--- src/hdl/bprt_pkg.sv ---
package bprt_pkg;

	localparam int LIMIT_W = 16;
	localparam int WORK_LIMIT_W = 20;
	localparam int DUTY_W = 7;
	localparam int CFG_INDEX_W = 3;
	localparam int CFG_DATA_W = 20;

	localparam logic [1:0] MODE_IDLE = 2'd0;
	localparam logic [1:0] MODE_WORK = 2'd1;
	localparam logic [1:0] MODE_PAUSE = 2'd2;
	localparam logic [1:0] MODE_CLOSED = 2'd3;

	localparam logic [1:0] BEEP_NONE = 2'd0;
	localparam logic [1:0] BEEP_WORK = 2'd1;
	localparam logic [1:0] BEEP_FINISH = 2'd2;
	localparam logic [1:0] BEEP_STARTUP = 2'd3;

	localparam logic [CFG_INDEX_W-1:0] REG_SHORT_MIN = 3'd0;
	localparam logic [CFG_INDEX_W-1:0] REG_SHORT_MAX = 3'd1;
	localparam logic [CFG_INDEX_W-1:0] REG_LONG_HOLD = 3'd2;
	localparam logic [CFG_INDEX_W-1:0] REG_CHARGE_LIMIT = 3'd3;
	localparam logic [CFG_INDEX_W-1:0] REG_WORK_LIMIT = 3'd4;
	localparam logic [CFG_INDEX_W-1:0] REG_DUTY_FIRST = 3'd5;
	localparam logic [CFG_INDEX_W-1:0] REG_DUTY_SECOND = 3'd6;

	localparam logic [LIMIT_W-1:0] SHORT_MIN_RST = 16'd3;
	localparam logic [LIMIT_W-1:0] SHORT_MAX_RST = 16'd1000;
	localparam logic [LIMIT_W-1:0] LONG_HOLD_RST = 16'd2000;
	localparam logic [LIMIT_W-1:0] CHARGE_LIMIT_RST = 16'd200;
	localparam logic [WORK_LIMIT_W-1:0] WORK_LIMIT_RST = 20'd360000;
	localparam logic [DUTY_W-1:0] DUTY_FIRST_RST = 7'd25;
	localparam logic [DUTY_W-1:0] DUTY_SECOND_RST = 7'd66;

	typedef struct packed {
		logic opcode;
		logic first_key_down;
		logic second_key_down;
		logic power_key_down;
		logic charging;
	} tick_t;

	typedef struct packed {
		logic [1:0] run_mode;
		logic power_off;
		logic [1:0] beep_event;
		logic [DUTY_W-1:0] duty;
		logic charge_lock;
	} status_t;

endpackage

--- src/hdl/button_press_and_run_timer_control.sv ---
// Pipeline: an accepted tick is registered in tick_s1 and its result in result_s2 on advance,
// so a stalled output holds the result in result_s2 and, through in_stall, the next tick.
// Throughput: one tick per cycle unless out_stall holds a result; key, charge and work state
// updates in the same cycle that the result register loads, so the next tick sees it at once.
// Reset: arst_n clears all counters, the lock, the mode (idle), power-off and duty, and
// restores the configuration registers to their defaults.
module button_press_and_run_timer_control #(
	parameter int PRESS_COUNT_WIDTH = 16,
	parameter int WORK_COUNT_WIDTH = 20
) (
	input logic clk,
	input logic arst_n,
	input logic in_valid,
	output logic in_stall,
	input bprt_pkg::tick_t in_data,
	output logic out_valid,
	input logic out_stall,
	output bprt_pkg::status_t out_data,
	input logic cfg_valid,
	output logic cfg_ready,
	input logic [bprt_pkg::CFG_INDEX_W-1:0] cfg_index,
	input logic [bprt_pkg::CFG_DATA_W-1:0] cfg_wdata
);
	import bprt_pkg::*;

	localparam int PCW = (PRESS_COUNT_WIDTH > LIMIT_W) ? PRESS_COUNT_WIDTH : LIMIT_W;
	localparam int WCW = (WORK_COUNT_WIDTH > WORK_LIMIT_W) ? WORK_COUNT_WIDTH : WORK_LIMIT_W;

	logic [LIMIT_W-1:0] short_min_q, short_max_q, long_hold_q, charge_limit_q;
	logic [WORK_LIMIT_W-1:0] work_limit_q;
	logic [DUTY_W-1:0] duty_first_q, duty_second_q;

	logic [PRESS_COUNT_WIDTH-1:0] first_len_q, second_len_q, power_len_q, charge_len_q;
	logic [PRESS_COUNT_WIDTH-1:0] first_len_d, second_len_d, power_len_d, charge_len_d;
	logic [WORK_COUNT_WIDTH-1:0] work_ticks_q, work_ticks_d;
	logic long_done_q, long_done_d;
	logic lock_q, lock_d;
	logic [1:0] mode_q, mode_d;
	logic power_off_q, power_off_d;
	logic [DUTY_W-1:0] duty_q, duty_d;
	logic [1:0] beep_d;

	tick_t tick_s1;
	logic valid_s1;
	status_t result_s2;
	logic valid_s2;
	logic advance;

	function automatic logic [PRESS_COUNT_WIDTH-1:0] press_inc(
		input logic [PRESS_COUNT_WIDTH-1:0] v
	);
		return (&v) ? v : v + 1'b1;
	endfunction

	function automatic logic is_short(
		input logic [PRESS_COUNT_WIDTH-1:0] len,
		input logic [LIMIT_W-1:0] lo,
		input logic [LIMIT_W-1:0] hi
	);
		return (PCW'(len) > PCW'(lo)) && (PCW'(len) < PCW'(hi));
	endfunction

	assign cfg_ready = 1'b1;
	assign advance = valid_s1 && (!valid_s2 || !out_stall);
	assign in_stall = valid_s1 && !advance;
	assign out_valid = valid_s2;
	assign out_data = result_s2;

	always_ff @(posedge clk or negedge arst_n) begin
		if (!arst_n) begin
			short_min_q <= SHORT_MIN_RST;
			short_max_q <= SHORT_MAX_RST;
			long_hold_q <= LONG_HOLD_RST;
			charge_limit_q <= CHARGE_LIMIT_RST;
			work_limit_q <= WORK_LIMIT_RST;
			duty_first_q <= DUTY_FIRST_RST;
			duty_second_q <= DUTY_SECOND_RST;
		end else if (cfg_valid && cfg_ready) begin
			case (cfg_index)
				REG_SHORT_MIN: short_min_q <= cfg_wdata[LIMIT_W-1:0];
				REG_SHORT_MAX: short_max_q <= cfg_wdata[LIMIT_W-1:0];
				REG_LONG_HOLD: long_hold_q <= cfg_wdata[LIMIT_W-1:0];
				REG_CHARGE_LIMIT: charge_limit_q <= cfg_wdata[LIMIT_W-1:0];
				REG_WORK_LIMIT: work_limit_q <= cfg_wdata[WORK_LIMIT_W-1:0];
				REG_DUTY_FIRST: duty_first_q <= cfg_wdata[DUTY_W-1:0];
				REG_DUTY_SECOND: duty_second_q <= cfg_wdata[DUTY_W-1:0];
				default: ;
			endcase
		end
	end

	always_comb begin
		first_len_d = first_len_q;
		second_len_d = second_len_q;
		power_len_d = power_len_q;
		charge_len_d = charge_len_q;
		work_ticks_d = work_ticks_q;
		long_done_d = long_done_q;
		lock_d = lock_q;
		mode_d = mode_q;
		power_off_d = power_off_q;
		duty_d = duty_q;
		beep_d = BEEP_NONE;
		if (!tick_s1.opcode) begin
			if (tick_s1.first_key_down) begin
				first_len_d = press_inc(first_len_q);
			end else begin
				if (is_short(first_len_q, short_min_q, short_max_q)) begin
					beep_d = BEEP_WORK;
					mode_d = MODE_WORK;
					duty_d = duty_first_q;
				end
				first_len_d = '0;
			end
			if (tick_s1.second_key_down) begin
				second_len_d = press_inc(second_len_q);
			end else begin
				if (is_short(second_len_q, short_min_q, short_max_q)) begin
					beep_d = BEEP_WORK;
					mode_d = MODE_WORK;
					duty_d = duty_second_q;
				end
				second_len_d = '0;
			end
			if (tick_s1.power_key_down) begin
				power_len_d = press_inc(power_len_q);
				if ((PCW'(power_len_d) > PCW'(long_hold_q)) && !long_done_q && !lock_q) begin
					power_off_d = !power_off_q;
					beep_d = BEEP_STARTUP;
					long_done_d = 1'b1;
				end
			end else begin
				if (is_short(power_len_q, short_min_q, short_max_q)) begin
					beep_d = BEEP_WORK;
					mode_d = MODE_PAUSE;
				end
				power_len_d = '0;
				long_done_d = 1'b0;
			end
		end else begin
			if (tick_s1.charging) begin
				charge_len_d = press_inc(charge_len_q);
				if (PCW'(charge_len_d) > PCW'(charge_limit_q)) begin
					power_off_d = 1'b1;
					mode_d = MODE_CLOSED;
					lock_d = 1'b1;
				end
			end else begin
				charge_len_d = '0;
			end
			if (mode_d == MODE_WORK) begin
				work_ticks_d = (&work_ticks_q) ? work_ticks_q : work_ticks_q + 1'b1;
				if (WCW'(work_ticks_d) > WCW'(work_limit_q)) begin
					mode_d = MODE_IDLE;
					beep_d = BEEP_FINISH;
				end
			end else if (mode_d != MODE_PAUSE) begin
				work_ticks_d = '0;
			end
		end
	end

	always_ff @(posedge clk or negedge arst_n) begin
		if (!arst_n) begin
			valid_s1 <= 1'b0;
			valid_s2 <= 1'b0;
			first_len_q <= '0;
			second_len_q <= '0;
			power_len_q <= '0;
			charge_len_q <= '0;
			work_ticks_q <= '0;
			long_done_q <= 1'b0;
			lock_q <= 1'b0;
			mode_q <= MODE_IDLE;
			power_off_q <= 1'b0;
			duty_q <= '0;
		end else begin
			if (!in_stall) begin
				valid_s1 <= in_valid;
			end
			if (!valid_s2 || !out_stall) begin
				valid_s2 <= valid_s1;
			end
			if (advance) begin
				first_len_q <= first_len_d;
				second_len_q <= second_len_d;
				power_len_q <= power_len_d;
				charge_len_q <= charge_len_d;
				work_ticks_q <= work_ticks_d;
				long_done_q <= long_done_d;
				lock_q <= lock_d;
				mode_q <= mode_d;
				power_off_q <= power_off_d;
				duty_q <= duty_d;
			end
		end
	end

	always_ff @(posedge clk) begin
		if (in_valid && !in_stall) begin
			tick_s1 <= in_data;
		end
		if (advance) begin
			result_s2.run_mode <= mode_d;
			result_s2.power_off <= power_off_d;
			result_s2.beep_event <= beep_d;
			result_s2.duty <= duty_d;
			result_s2.charge_lock <= lock_d;
		end
	end

endmodule

--- config.mk ---
export PLATFORM = sky130hd
export DESIGN_NAME = button_press_and_run_timer_control
export DESIGN_NICKNAME = d
export VERILOG_FILES = /design/src/hdl/bprt_pkg.sv /design/src/hdl/button_press_and_run_timer_control.sv
export SDC_FILE = /design/constraint.sdc
export NUM_CORES = 1
export LEC_CHECK = 0
export ABC_AREA = 1
export BUFFER_PORTS_ARGS = -buffer_cell sky130_fd_sc_hd__buf_2
export CAP_MARGIN = 20
export CORE_MARGIN = 3
export CORE_UTILIZATION = 68
export DETAILED_ROUTE_END_ITERATION = 16
export PLACE_DENSITY_LB_ADDON = 0.1
export SKIP_CTS_REPAIR_TIMING = 1
export SLEW_MARGIN = 20
export SYNTH_ARGS = -nofsm -noshare
export SYNTH_HDL_FRONTEND = slang
export SYNTH_SLANG_ARGS = --single-unit
--- constraint.sdc ---
create_clock -name clk -period 7.8 [get_ports clk]
set_input_delay 0.78 -clock clk [delete_from_list [all_inputs] [get_ports clk]]
set_output_delay 0.78 -clock clk [all_outputs]
set_load 0.02 [all_outputs]
==> results of run 1 <==
## worst paths after layout
kind                       cells after the start             start                to
max                                           16   work_ticks_q[0]      out_data[11]
min                                            1            arst_n    first_len_q[8]
max reg2reg                                   16   work_ticks_q[0]      out_data[11]
min reg2reg                                    2  duty_second_q[3]  duty_second_q[3]
max in group asynchronous                      2            arst_n  charge_len_q[11]
min in group clk                               1        in_data[4]        tick_s1[4]
## layout make-up
cell class              instances  area share, %
diodes                          1        0.01672
clock buffers                  34          4.607
clock inverters                10         0.8780
inverters                     255          6.397
multi-input cells            1260          47.45
flip-flops and latches        214          36.65
well taps                     265          2.216
repair buffers                 50          1.781
## cells in the mapped netlist, drive strengths merged, types with 2 or more instances
master | n | share of area [%]
nor3b | 2 | 0.11
nor3 | 23 | 0.88
nand4 | 36 | 1.8
nor2 | 127 | 3.8
clkbuf | 22 | 0.60
o21bai | 2 | 0.11
buf | 11 | 0.43
ha | 150 | 14
inv | 254 | 7.0
o21ai | 179 | 6.5
a21oi | 82 | 3.0
o22ai | 11 | 0.50
a31oi | 2 | 0.091
xor2 | 41 | 2.6
nand3 | 71 | 2.8
nand3b | 2 | 0.11
nor4 | 12 | 0.55
dfstp | 31 | 6.0
o21a | 9 | 0.49
xnor2 | 5 | 0.32
dfrtp | 165 | 30
o31ai | 13 | 0.71
nand2 | 485 | 13
edfxtp | 18 | 4.0
## routing by layer
layer	share of wire [%]	routed length (um)
met1	44	15780
met2	45	15920
met3	7.9	2802
met4	2.9	1029
met5	0	0
## state kept, by name (all words and copies together), names as in the netlist, 2 cells and up
signal          cells
out_data           13
tick_s1             5
charge_len_q       16
duty_first_q        7
power_len_q        16
short_max_q        16
mode_q              2
duty_q              7
second_len_q       16
first_len_q        16
long_hold_q        16
charge_limit_q     16
duty_second_q       7
work_ticks_q       20
short_min_q        16
work_limit_q       20
## worst max-delay path, stage by stage, from the launching register on
cell     delay, ns
dfrtp_1       0.45
ha_1          0.30
and3_1        0.24
nand2_1       0.13
nor2_1        0.06
nand2_1       0.49
nand2_1       0.22
ha_1          0.35
nand2_1       0.05
nor2_1        0.09
nand4_1       0.17
nor2_1        0.19
nand2_1       0.07
nand3_1       0.08
nand2_1       0.09
o21ai_0       0.21
nand2_1       0.10
## power groups by stage
| stage | registers, uW | logic, uW | clock network, uW |
|---|---|---|---|
| final | 1450 | 862 | 1180 |
| after global routing | 1470 | 998 | 1240 |
| after CTS | 1450 | 853 | 1190 |
| after detailed placement | 1460 | 839 | 0 |
| after global placement | 1460 | 791 | 0 |
| after floorplan | 1440 | 599 | 0 |
## stage by stage
stage	cells	hold WS, ns
after floorplan	1762	0.4389
after global placement	2044	0.4664
after detailed placement	2044	0.4668
after CTS	2088	0.2583
after global routing	2089	0.2680
final	2089	0.2452
## cell usage in the layout, fill, tap and decap left out, drive strengths merged, types with 2 or more instances in the layout
| cell type | netlist | final |
|---|---|---|
| a31oi | 2 | 2 |
| ha | 150 | 150 |
| clkbuf | 22 | 35 |
| o21bai | 2 | 2 |
| o31ai | 13 | 13 |
| nand4 | 36 | 36 |
| nor3b | 2 | 2 |
| xnor2 | 5 | 5 |
| nand2 | 485 | 485 |
| nor2 | 127 | 127 |
| nor3 | 23 | 23 |
| inv | 254 | 254 |
| o22ai | 11 | 11 |
| buf | 11 | 49 |
| dfrtp | 165 | 165 |
| clkinv | 1 | 7 |
| o21ai | 179 | 179 |
| nand3b | 2 | 2 |
| bufinv | 0 | 3 |
| xor2 | 41 | 41 |
| nand3 | 71 | 71 |
| o21a | 9 | 9 |
| edfxtp | 18 | 18 |
| nor4 | 12 | 12 |
| dfstp | 31 | 31 |
| a21oi | 82 | 82 |
## cells by family after synthesis
logic type	synth area share [%]
AOI/OAI and AO/OA	11.70
xor gates and xnor gates	2.945
adders and majority gates	13.72
buffers and inverters	8.030
DFF	40.09
other	0.02741
and+or+nand+nor	23.50
==> flow_summary_export.csv, run 1 <==
group,metric,value,unit
status,status,"finished clean",
route,vias_per_cell,5.825,
placement,dp_hpwl,26.00,mm
logic_synthesis,syn-mean-instance-area,7.764,um2
worst_setup_path,path_max_fanout,19,
placement,portBuffers,47,
logic_synthesis,ys.warnings.count,0,
logic_synthesis,syn-num-nets,1945,
logic_synthesis,syn_area,13680,um2
grt,busiest_layer,"met2",
floorplan,fp.dieW,147.8,um
finish,design_area,14960,um2
finish,seq_area,5484,um2
floorplan,core_area,19590,um2
clock_network,clk_pin_slew,0.06,ns
logic_synthesis,synth.distinct_cells,44,
timing,report.final.slew_viol_count,0,
logic_synthesis,synth_cells,1762,
route,ant_nets,0,
worst_setup_path,criticalPathCategory,"flip-flop to flip-flop",
finish,synthToLayoutAreaGrowth,9.374,%
placement,place.gp.congestion,0.9574,
floorplan,num_rows,51,
floorplan,initial_core_util,69.83,%
route,drcViolationCount,0,
clock_network,clkSinkCount,214,
timing,rsz0062_at_grt,"no",
clock_network,clk_latency,0.52,ns
route,via_count,12168,
hold_path,min-delay-path-class,"input port to asynchronous set/reset pin",
logic_synthesis,async_reset_ff_share,91.59,%
power_and_ir_drop,combPwrFrac,24.6,%
clock_network,root_buffer,"clkbuf_16",
clock_network,numCtsBuffers,24,
power_and_ir_drop,p_clk_share,33.8,%
worst_setup_path,r2r_setup_slack,4.25,ns
floorplan,dieArea,21860,um2
worst_setup_path,cp.required,8.07,ns
clock_network,h-tree-depth,1,
power_and_ir_drop,ir_worst_vdd,0.2201,mV
clock_network,cts_tree,"yes",
timing,max-slew-margin-rel,32.31,%
timing,finalCriticalPeriod,3.547,ns
logic_synthesis,synth-main-ff-cell,"dfrtp_1",
timing,max_freq,0.2819,GHz
worst_setup_path,start_kind,"flip-flop",
grt,grt_remaining_overflow,0,
finish,multi_input_area,7101,um2
timing,worst_pin_slew,1.013,ns
placement,pre_cts_slack,4.285,ns
placement,place_area,14140,um2
logic_synthesis,ys_ff_latch,214,
route,drt_iter0_drc,1057,
timing,tns,0,ns
timing,layout_setup_ws,4.253,ns
worst_setup_path,worstPathArrival,3.81,ns
power_and_ir_drop,power_density,233.7,nW/um2
timing,clock_skew,0.01100,ns
power_and_ir_drop,sw_frac_of_total,33.38,%
run,maxCapViolCount,0,
power_and_ir_drop,p_leak,0.007782,uW
grt,use_met1,46.86,%
finish,drive_above_1_share,8.338,%
finish,fillCellCount,1467,
timing,setup_viol,0,
timing,hold_viol_final,0,
power_and_ir_drop,pwr-share-seq,41.5,%
grt,grt_start_max_net_pins,67,
floorplan,die_y,147.8,um
finish,fin_nets,1988,
grt,antenna_found_initial,1,
worst_setup_path,endpoint_kind,"flip-flop",
power_and_ir_drop,power.total,3496,uW
power_and_ir_drop,p_int,2329,uW
grt,use_met3,5.181,%
clock_network,cts_max_path_buffers,3,
finish,utilization,76.38,%
route,dr.pass1.iters,6,
timing,fin_crit_sh,45.48,%
route,routed_wl,35.53,mm
grt,grt_pass1_vias,11885,
power_and_ir_drop,switchingPower,1167,uW
grt,grt_usage,32.85,%
floorplan,io_pins,49,
logic_synthesis,ys_seq_area_share,40.09,%
logic_synthesis,synth-edff-count,18,
grt,grt_pass1_wl,58.64,mm
grt,use_met2,52.60,%
route,wl_per_cell,17.01,um
(Power assumes the default switching activity.)
==> inputs of run 2 (changes only) <==
--- a/config.mk
+++ b/config.mk
@@ -9,7 +9,7 @@
 export BUFFER_PORTS_ARGS = -buffer_cell sky130_fd_sc_hd__buf_2
 export CAP_MARGIN = 20
 export CORE_MARGIN = 3
-export CORE_UTILIZATION = 68
+export CORE_UTILIZATION = 63
 export DETAILED_ROUTE_END_ITERATION = 16
 export PLACE_DENSITY_LB_ADDON = 0.1
 export SKIP_CTS_REPAIR_TIMING = 1
==> constraint.sdc (replaced) <==
create_clock -name clk -period 3.45 [get_ports clk]
set_input_delay 0.345 -clock clk [delete_from_list [all_inputs] [get_ports clk]]
set_output_delay 0.345 -clock clk [all_outputs]
set_load 0.02 [all_outputs]
==> flow_summary_export.csv, run 2 (synthesized netlist as in run 1, its figures left out) <==
group,metric,value,unit
hold_path,min_from,"in_data[3]",
placement,portBuffers,47,
finish,drive_above_1_share,10.70,%
clock_network,cts_max_path_buffers,3,
finish,final_common_cell,"nand2_1",
route,drt_iter0_drc,1036,
timing,holdWs,0.006999,ns
worst_setup_path,path_max_fanout,6,
clock_network,clkSinkCount,214,
timing,max_freq,0.2985,GHz
finish,synthToLayoutAreaGrowth,11.90,%
hold_path,min-delay-path-class,"input port to flip-flop",
route,wl_per_cell,17.14,um
finish,fin_nets,2016,
worst_setup_path,r2r-end,"work_ticks_q[18]",
route,dr.pass1.iters,5,
placement,place.gp.congestion,0.9009,
timing,hold_viol_final,0,
power_and_ir_drop,power_density,513.0,nW/um2
route,via_count,12035,
clock_network,cts_tree,"yes",
worst_setup_path,cp-startpoint,"charge_len_q[0]",
grt,grt_start_max_net_pins,85,
worst_setup_path,worstPathArrival,3.80,ns
floorplan,io_pins,49,
run,maxCapViolCount,0,
floorplan,initial_core_util,64.67,%
floorplan,fp.dieW,153.4,um
route,drcViolationCount,0,
clock_network,clk_pin_slew,0.06,ns
timing,worst_pin_slew,1.011,ns
worst_setup_path,criticalPathCategory,"flip-flop to flip-flop",
placement,dp_hpwl,26.13,mm
timing,max-slew-margin-rel,32.38,%
power_and_ir_drop,power.total,7853,uW
grt,grt_remaining_overflow,0,
clock_network,root_buffer,"clkbuf_16",
hold_path,whs_path_depth,1,
worst_setup_path,start_kind,"flip-flop",
finish,reg.largest.list,"work_limit_q (20), work_ticks_q (20)",
finish,fillCellCount,1701,
finish,design_area,15310,um2
timing,finalCriticalPeriod,3.351,ns
route,ant_nets,0,
grt,use_met1,43.81,%
finish,antennaDiodeCount,0,
finish,multi_input_area,7226,um2
route,vias_per_cell,5.661,
power_and_ir_drop,ir_worst_vdd,0.3912,mV
power_and_ir_drop,p_leak,0.007945,uW
floorplan,die_y,153.4,um
worst_setup_path,rr_worst_depth,20,
placement,place_area,14250,um2
status,status,"finished clean",
floorplan,core_area,21150,um2
timing,fin_crit_sh,97.12,%
timing,report.final.slew_viol_count,0,
worst_setup_path,r2r_setup_slack,0.1,ns
grt,antenna_found_initial,0,
route,routed_wl,36.44,mm
clock_network,numCtsBuffers,24,
grt,grt_pass1_wl,58.15,mm
timing,clock_skew,0.01667,ns
worst_setup_path,cp.required,3.90,ns
floorplan,num_rows,53,
floorplan,dieArea,23520,um2
finish,utilization,72.37,%
finish,mostFrequentLayoutCells,"nand2_1, inv_1, dfrtp_1, o21ai_0, ha_1",
grt,grt_pass1_vias,11417,
finish,seq_area,5484,um2
hold_path,hold_end,"tick_s1[3]",
worst_setup_path,rr_startpoint,"charge_len_q[0]",
timing,setup_viol,0,
grt,use_met3,4.275,%
grt,busiest_layer,"met2",
clock_network,h-tree-depth,1,
grt,use_met2,47.99,%
worst_setup_path,endpoint_kind,"flip-flop",
grt,grt_usage,30.26,%
clock_network,clk_latency,0.53,ns
## run 2: changes by cell type in the layout (fill, tap and decap cells not counted), moves of 3 or more
cell | before | now
nand2_4 | 1 | 4
o21ai_2 | 0 | 4
clkbuf_8 | 4 | 7
buf_4 | 3 | 24
dlygate4sd3_1 | 0 | 3
o21ai_0 | 163 | 154
clkinvlp_4 | 1 | 5
nand2_1 | 480 | 476
o21ai_1 | 16 | 21
## run 2: per-layer routing
| metal | share of wire [%] | vias to the layer above |
|---|---|---|
| met5 | 0 | - |
| met4 | 2.8 | 0 |
| met2 | 45 | 432 |
| met1 | 45 | 5628 |
| li1 | - | 5898 |
| met3 | 7.2 | 77 |
## run 2: how the worst max path moves through the flow
stage	end	cells past startpoint	slack, ns
floorplan	out_data[11]	17	0.59
global placement	out_data[11]	16	0.20
detailed placement	out_data[11]	16	0.11
CTS	out_data[11]	16	0.09
global route	work_ticks_q[15]	25	-0.09
finish	work_ticks_q[18]	20	0.1
## run 2: power by group
| group | switching (uW) | total [uW] | internal [uW] | leakage [uW] |
|---|---|---|---|---|
| sequential | 306 | 3280 | 2970 | 0.00268 |
| clock | 1060 | 2550 | 1490 | 0.000385 |
| combinational | 1320 | 2020 | 708 | 0.00488 |
| total | 2680 | 7850 | 5170 | 0.00794 |
## run 2: through the flow
step	setup slack, ns	std cells	setup TNS, ns
floorplan	0.5920	1762	0
global placement	0.1967	2064	0
detailed placement	0.1101	2064	0
CTS	0.08793	2108	0
global route	-0.08520	2126	-0.5863
finish	0.09944	2126	0
## run 2: area by class of cell
type,instances,area share (%)
multi-input cells,1261,47.20
repair inverters,1,0.04904
clock inverters,10,0.6130
inverters,255,6.277
well taps,275,2.248
repair buffers,76,3.228
flip-flops and latches,214,35.82
clock buffers,34,4.561
## run 2: critical path: stages, from the launching register on
cell and delay [ns]:
dfrtp_1 0.38, ha_2 0.21, nand2_1 0.10, nor2_4 0.14
nand3_2 0.10, nor2_4 0.21, nand4_4 0.17, nand3_4 0.14
nor2_1 0.05, xor2_1 0.18, ha_1 0.35, nand2_1 0.08
nor2_1 0.11, nand2_1 0.09, nor2_1 0.16, nor2_2 0.08
nand2_4 0.09, nand3_2 0.09, nand2_4 0.14, clkinvlp_4 0.22
o21ai_2 0.19
==> inputs of run 3 (changes only) <==
--- a/config.mk
+++ b/config.mk
@@ -6,12 +6,14 @@
 export NUM_CORES = 1
 export LEC_CHECK = 0
 export ABC_AREA = 1
+export ABC_CLOCK_PERIOD_IN_PS = 3450
 export BUFFER_PORTS_ARGS = -buffer_cell sky130_fd_sc_hd__buf_2
 export CAP_MARGIN = 20
 export CORE_MARGIN = 3
 export CORE_UTILIZATION = 63
 export DETAILED_ROUTE_END_ITERATION = 16
 export PLACE_DENSITY_LB_ADDON = 0.1
+export RECOVER_POWER = 25
 export SKIP_CTS_REPAIR_TIMING = 1
 export SLEW_MARGIN = 20
 export SYNTH_ARGS = -nofsm -noshare
==> flow_summary_export.csv, run 3 (synthesized netlist as in run 1, its figures left out) <==
group,metric,value,unit
status,status,"complete, but fails checks",
status,violations,"max-capacitance violations, max-slew violations",
worst_setup_path,cp.depth,20,
finish,antennaDiodeCount,0,
clock_network,cts_tree,"yes",
route,dr.pass1.iters,5,
floorplan,die_y,153.4,um
timing,report.final.slew_viol_count,84,
finish,synthToLayoutAreaGrowth,11.80,%
floorplan,initial_core_util,64.67,%
power_and_ir_drop,p_clk_share,32.5,%
route,routed_wl,36.46,mm
placement,portBuffers,47,
worst_setup_path,path_buf_inv,2,
power_and_ir_drop,switchingPower,2686,uW
worst_setup_path,crit_top_cell,"nand2_1",
timing,max_freq,0.2999,GHz
worst_setup_path,path_cells,"ha_2, nand2_1, nor2_4, nand3_2, nor2_4, nand4_4, nand3_4, nor2_1, xor2_1, ha_1, nand2_1, nor2_1, nand2_1, inv_1, nand2_1, nand2_2, buf_4, a21oi_1, nand2_1, a21boi_0",
finish,seq_area,5484,um2
finish,fillCellCount,1705,
floorplan,io_pins,49,
power_and_ir_drop,power.total,7857,uW
finish,multi_input_area,7223,um2
run,maxCapViolCount,1,
worst_setup_path,crit_family,"simple AND/OR/NAND/NOR gates",
power_and_ir_drop,power_density,513.7,nW/um2
hold_path,min-delay-path-class,"input port to flip-flop",
worst_setup_path,cp.required,3.76,ns
placement,dp_hpwl,26.13,mm
finish,drive_above_1_share,10.53,%
grt,grt_start_max_net_pins,85,
timing,worst_pin_slew,2.142,ns
finish,mostFrequentLayoutCells,"nand2_1, inv_1, dfrtp_1, o21ai_0, ha_1",
power_and_ir_drop,p_leak,0.007936,uW
worst_setup_path,crit_path_max_incr_delay,0.38,ns
grt,grt_pass1_wl,58.15,mm
grt,grt_usage,30.26,%
worst_setup_path,rr_worst_depth,20,
route,via_count,12020,
power_and_ir_drop,sw_frac_of_total,34.19,%
worst_setup_path,worstPathArrival,3.64,ns
finish,final_common_cell,"nand2_1",
clock_network,h-tree-depth,1,
finish,fin_nets,2016,
clock_network,root_buffer,"clkbuf_16",
clock_network,numCtsBuffers,24,
route,wl_per_cell,17.15,um
clock_network,clk_latency,0.54,ns
finish,reg.largest.list,"work_limit_q (20), work_ticks_q (20)",
worst_setup_path,criticalPathCategory,"flip-flop to flip-flop",
power_and_ir_drop,p_int,5170,uW
timing,setup_viol,0,
grt,antenna_found_initial,0,
timing,clock_skew,0.01858,ns
route,ant_nets,0,
clock_network,cts_max_path_buffers,3,
floorplan,num_rows,53,
clock_network,clkSinkCount,214,
worst_setup_path,start_kind,"flip-flop",
placement,place_area,14250,um2
clock_network,clk_pin_slew,0.06,ns
route,drcViolationCount,0,
floorplan,fp.dieW,153.4,um
power_and_ir_drop,combPwrFrac,25.7,%
floorplan,core_area,21150,um2
timing,fin_crit_sh,96.64,%
worst_setup_path,path_max_fanout,5,
route,vias_per_cell,5.654,
grt,grt_remaining_overflow,0,
timing,finalCriticalPeriod,3.334,ns
timing,max-slew-margin-rel,-42.83,%
route,drt_iter0_drc,1021,
worst_setup_path,endpoint_kind,"flip-flop",
power_and_ir_drop,pwr-share-seq,41.8,%
grt,grt_pass1_vias,11417,
placement,place.gp.congestion,0.9009,
timing,hold_viol_final,0,
finish,design_area,15290,um2
hold_path,whs_path_depth,1,
power_and_ir_drop,ir_worst_vdd,0.3935,mV
floorplan,dieArea,23520,um2
worst_setup_path,crit_slowest_cell,"dfrtp_1",
run 3: cell types whose count changed in the layout (fill, tap and decap cells not counted), sizes merged:
cell    delta
buf        -2
clkbuf     +2
run 3: final cells by class:
cell class	instances	share of cell area (%)
Timing Repair Buffer	76	3.158
Clock inverter	10	0.6135
Inverter	255	6.283
Clock buffer	34	4.565
Multi-Input combinational cell	1261	47.23
Sequential cell	214	35.86
Tap cell	275	2.250
Timing Repair inverter	1	0.04908
run 3: worst paths after layout:
kind                                       from                end  slack [ns]
worst max-delay path            charge_len_q[0]       out_data[12]        0.12
max in group asynchronous                arst_n  charge_limit_q[6]        1.05
min in group asynchronous                arst_n   second_len_q[14]        0.98
worst min-delay path                 in_data[3]         tick_s1[3]       0.006
worst max register to register  charge_len_q[0]       out_data[12]        0.12
worst min register to register  short_min_q[11]    short_min_q[11]        0.48
run 3: metrics by stage:
step / hold slack (ns) / setup WS, ns / TNS [ns] / utilization (%) / instances
4_1_cts: -0.1114 / 0.08793 / 0 / 71.11 / 2108
5_1_grt: 0.004067 / -0.08520 / -0.5863 / 72.30 / 2126
3_5_place_dp: 0.4436 / 0.1101 / 0 / 67.36 / 2064
6_report: 0.005779 / 0.1159 / 0 / 72.30 / 2126
2_1_floorplan: 0.04941 / 0.5920 / 0 / - / 1762
3_3_place_gp: 0.4385 / 0.1967 / 0 / 67.36 / 2064
run 3: routing by layer:
layer  wire, um  track usage [%]  vias up
li1           -                -     5898
met1      16370            43.81     5593
met2      16380            47.99      450
met3       2703            4.275       79
met4       1006            8.621        0
met5          0                0        -
run 3: power groups by stage:
stage	sequential [uW]	clock, uW	combinational [uW]
after floorplan	3250	0	1350
after global placement	3290	0	1840
after detailed placement	3300	0	1930
after CTS	3270	2570	1950
after global routing	3320	2680	2340
final	3280	2550	2020
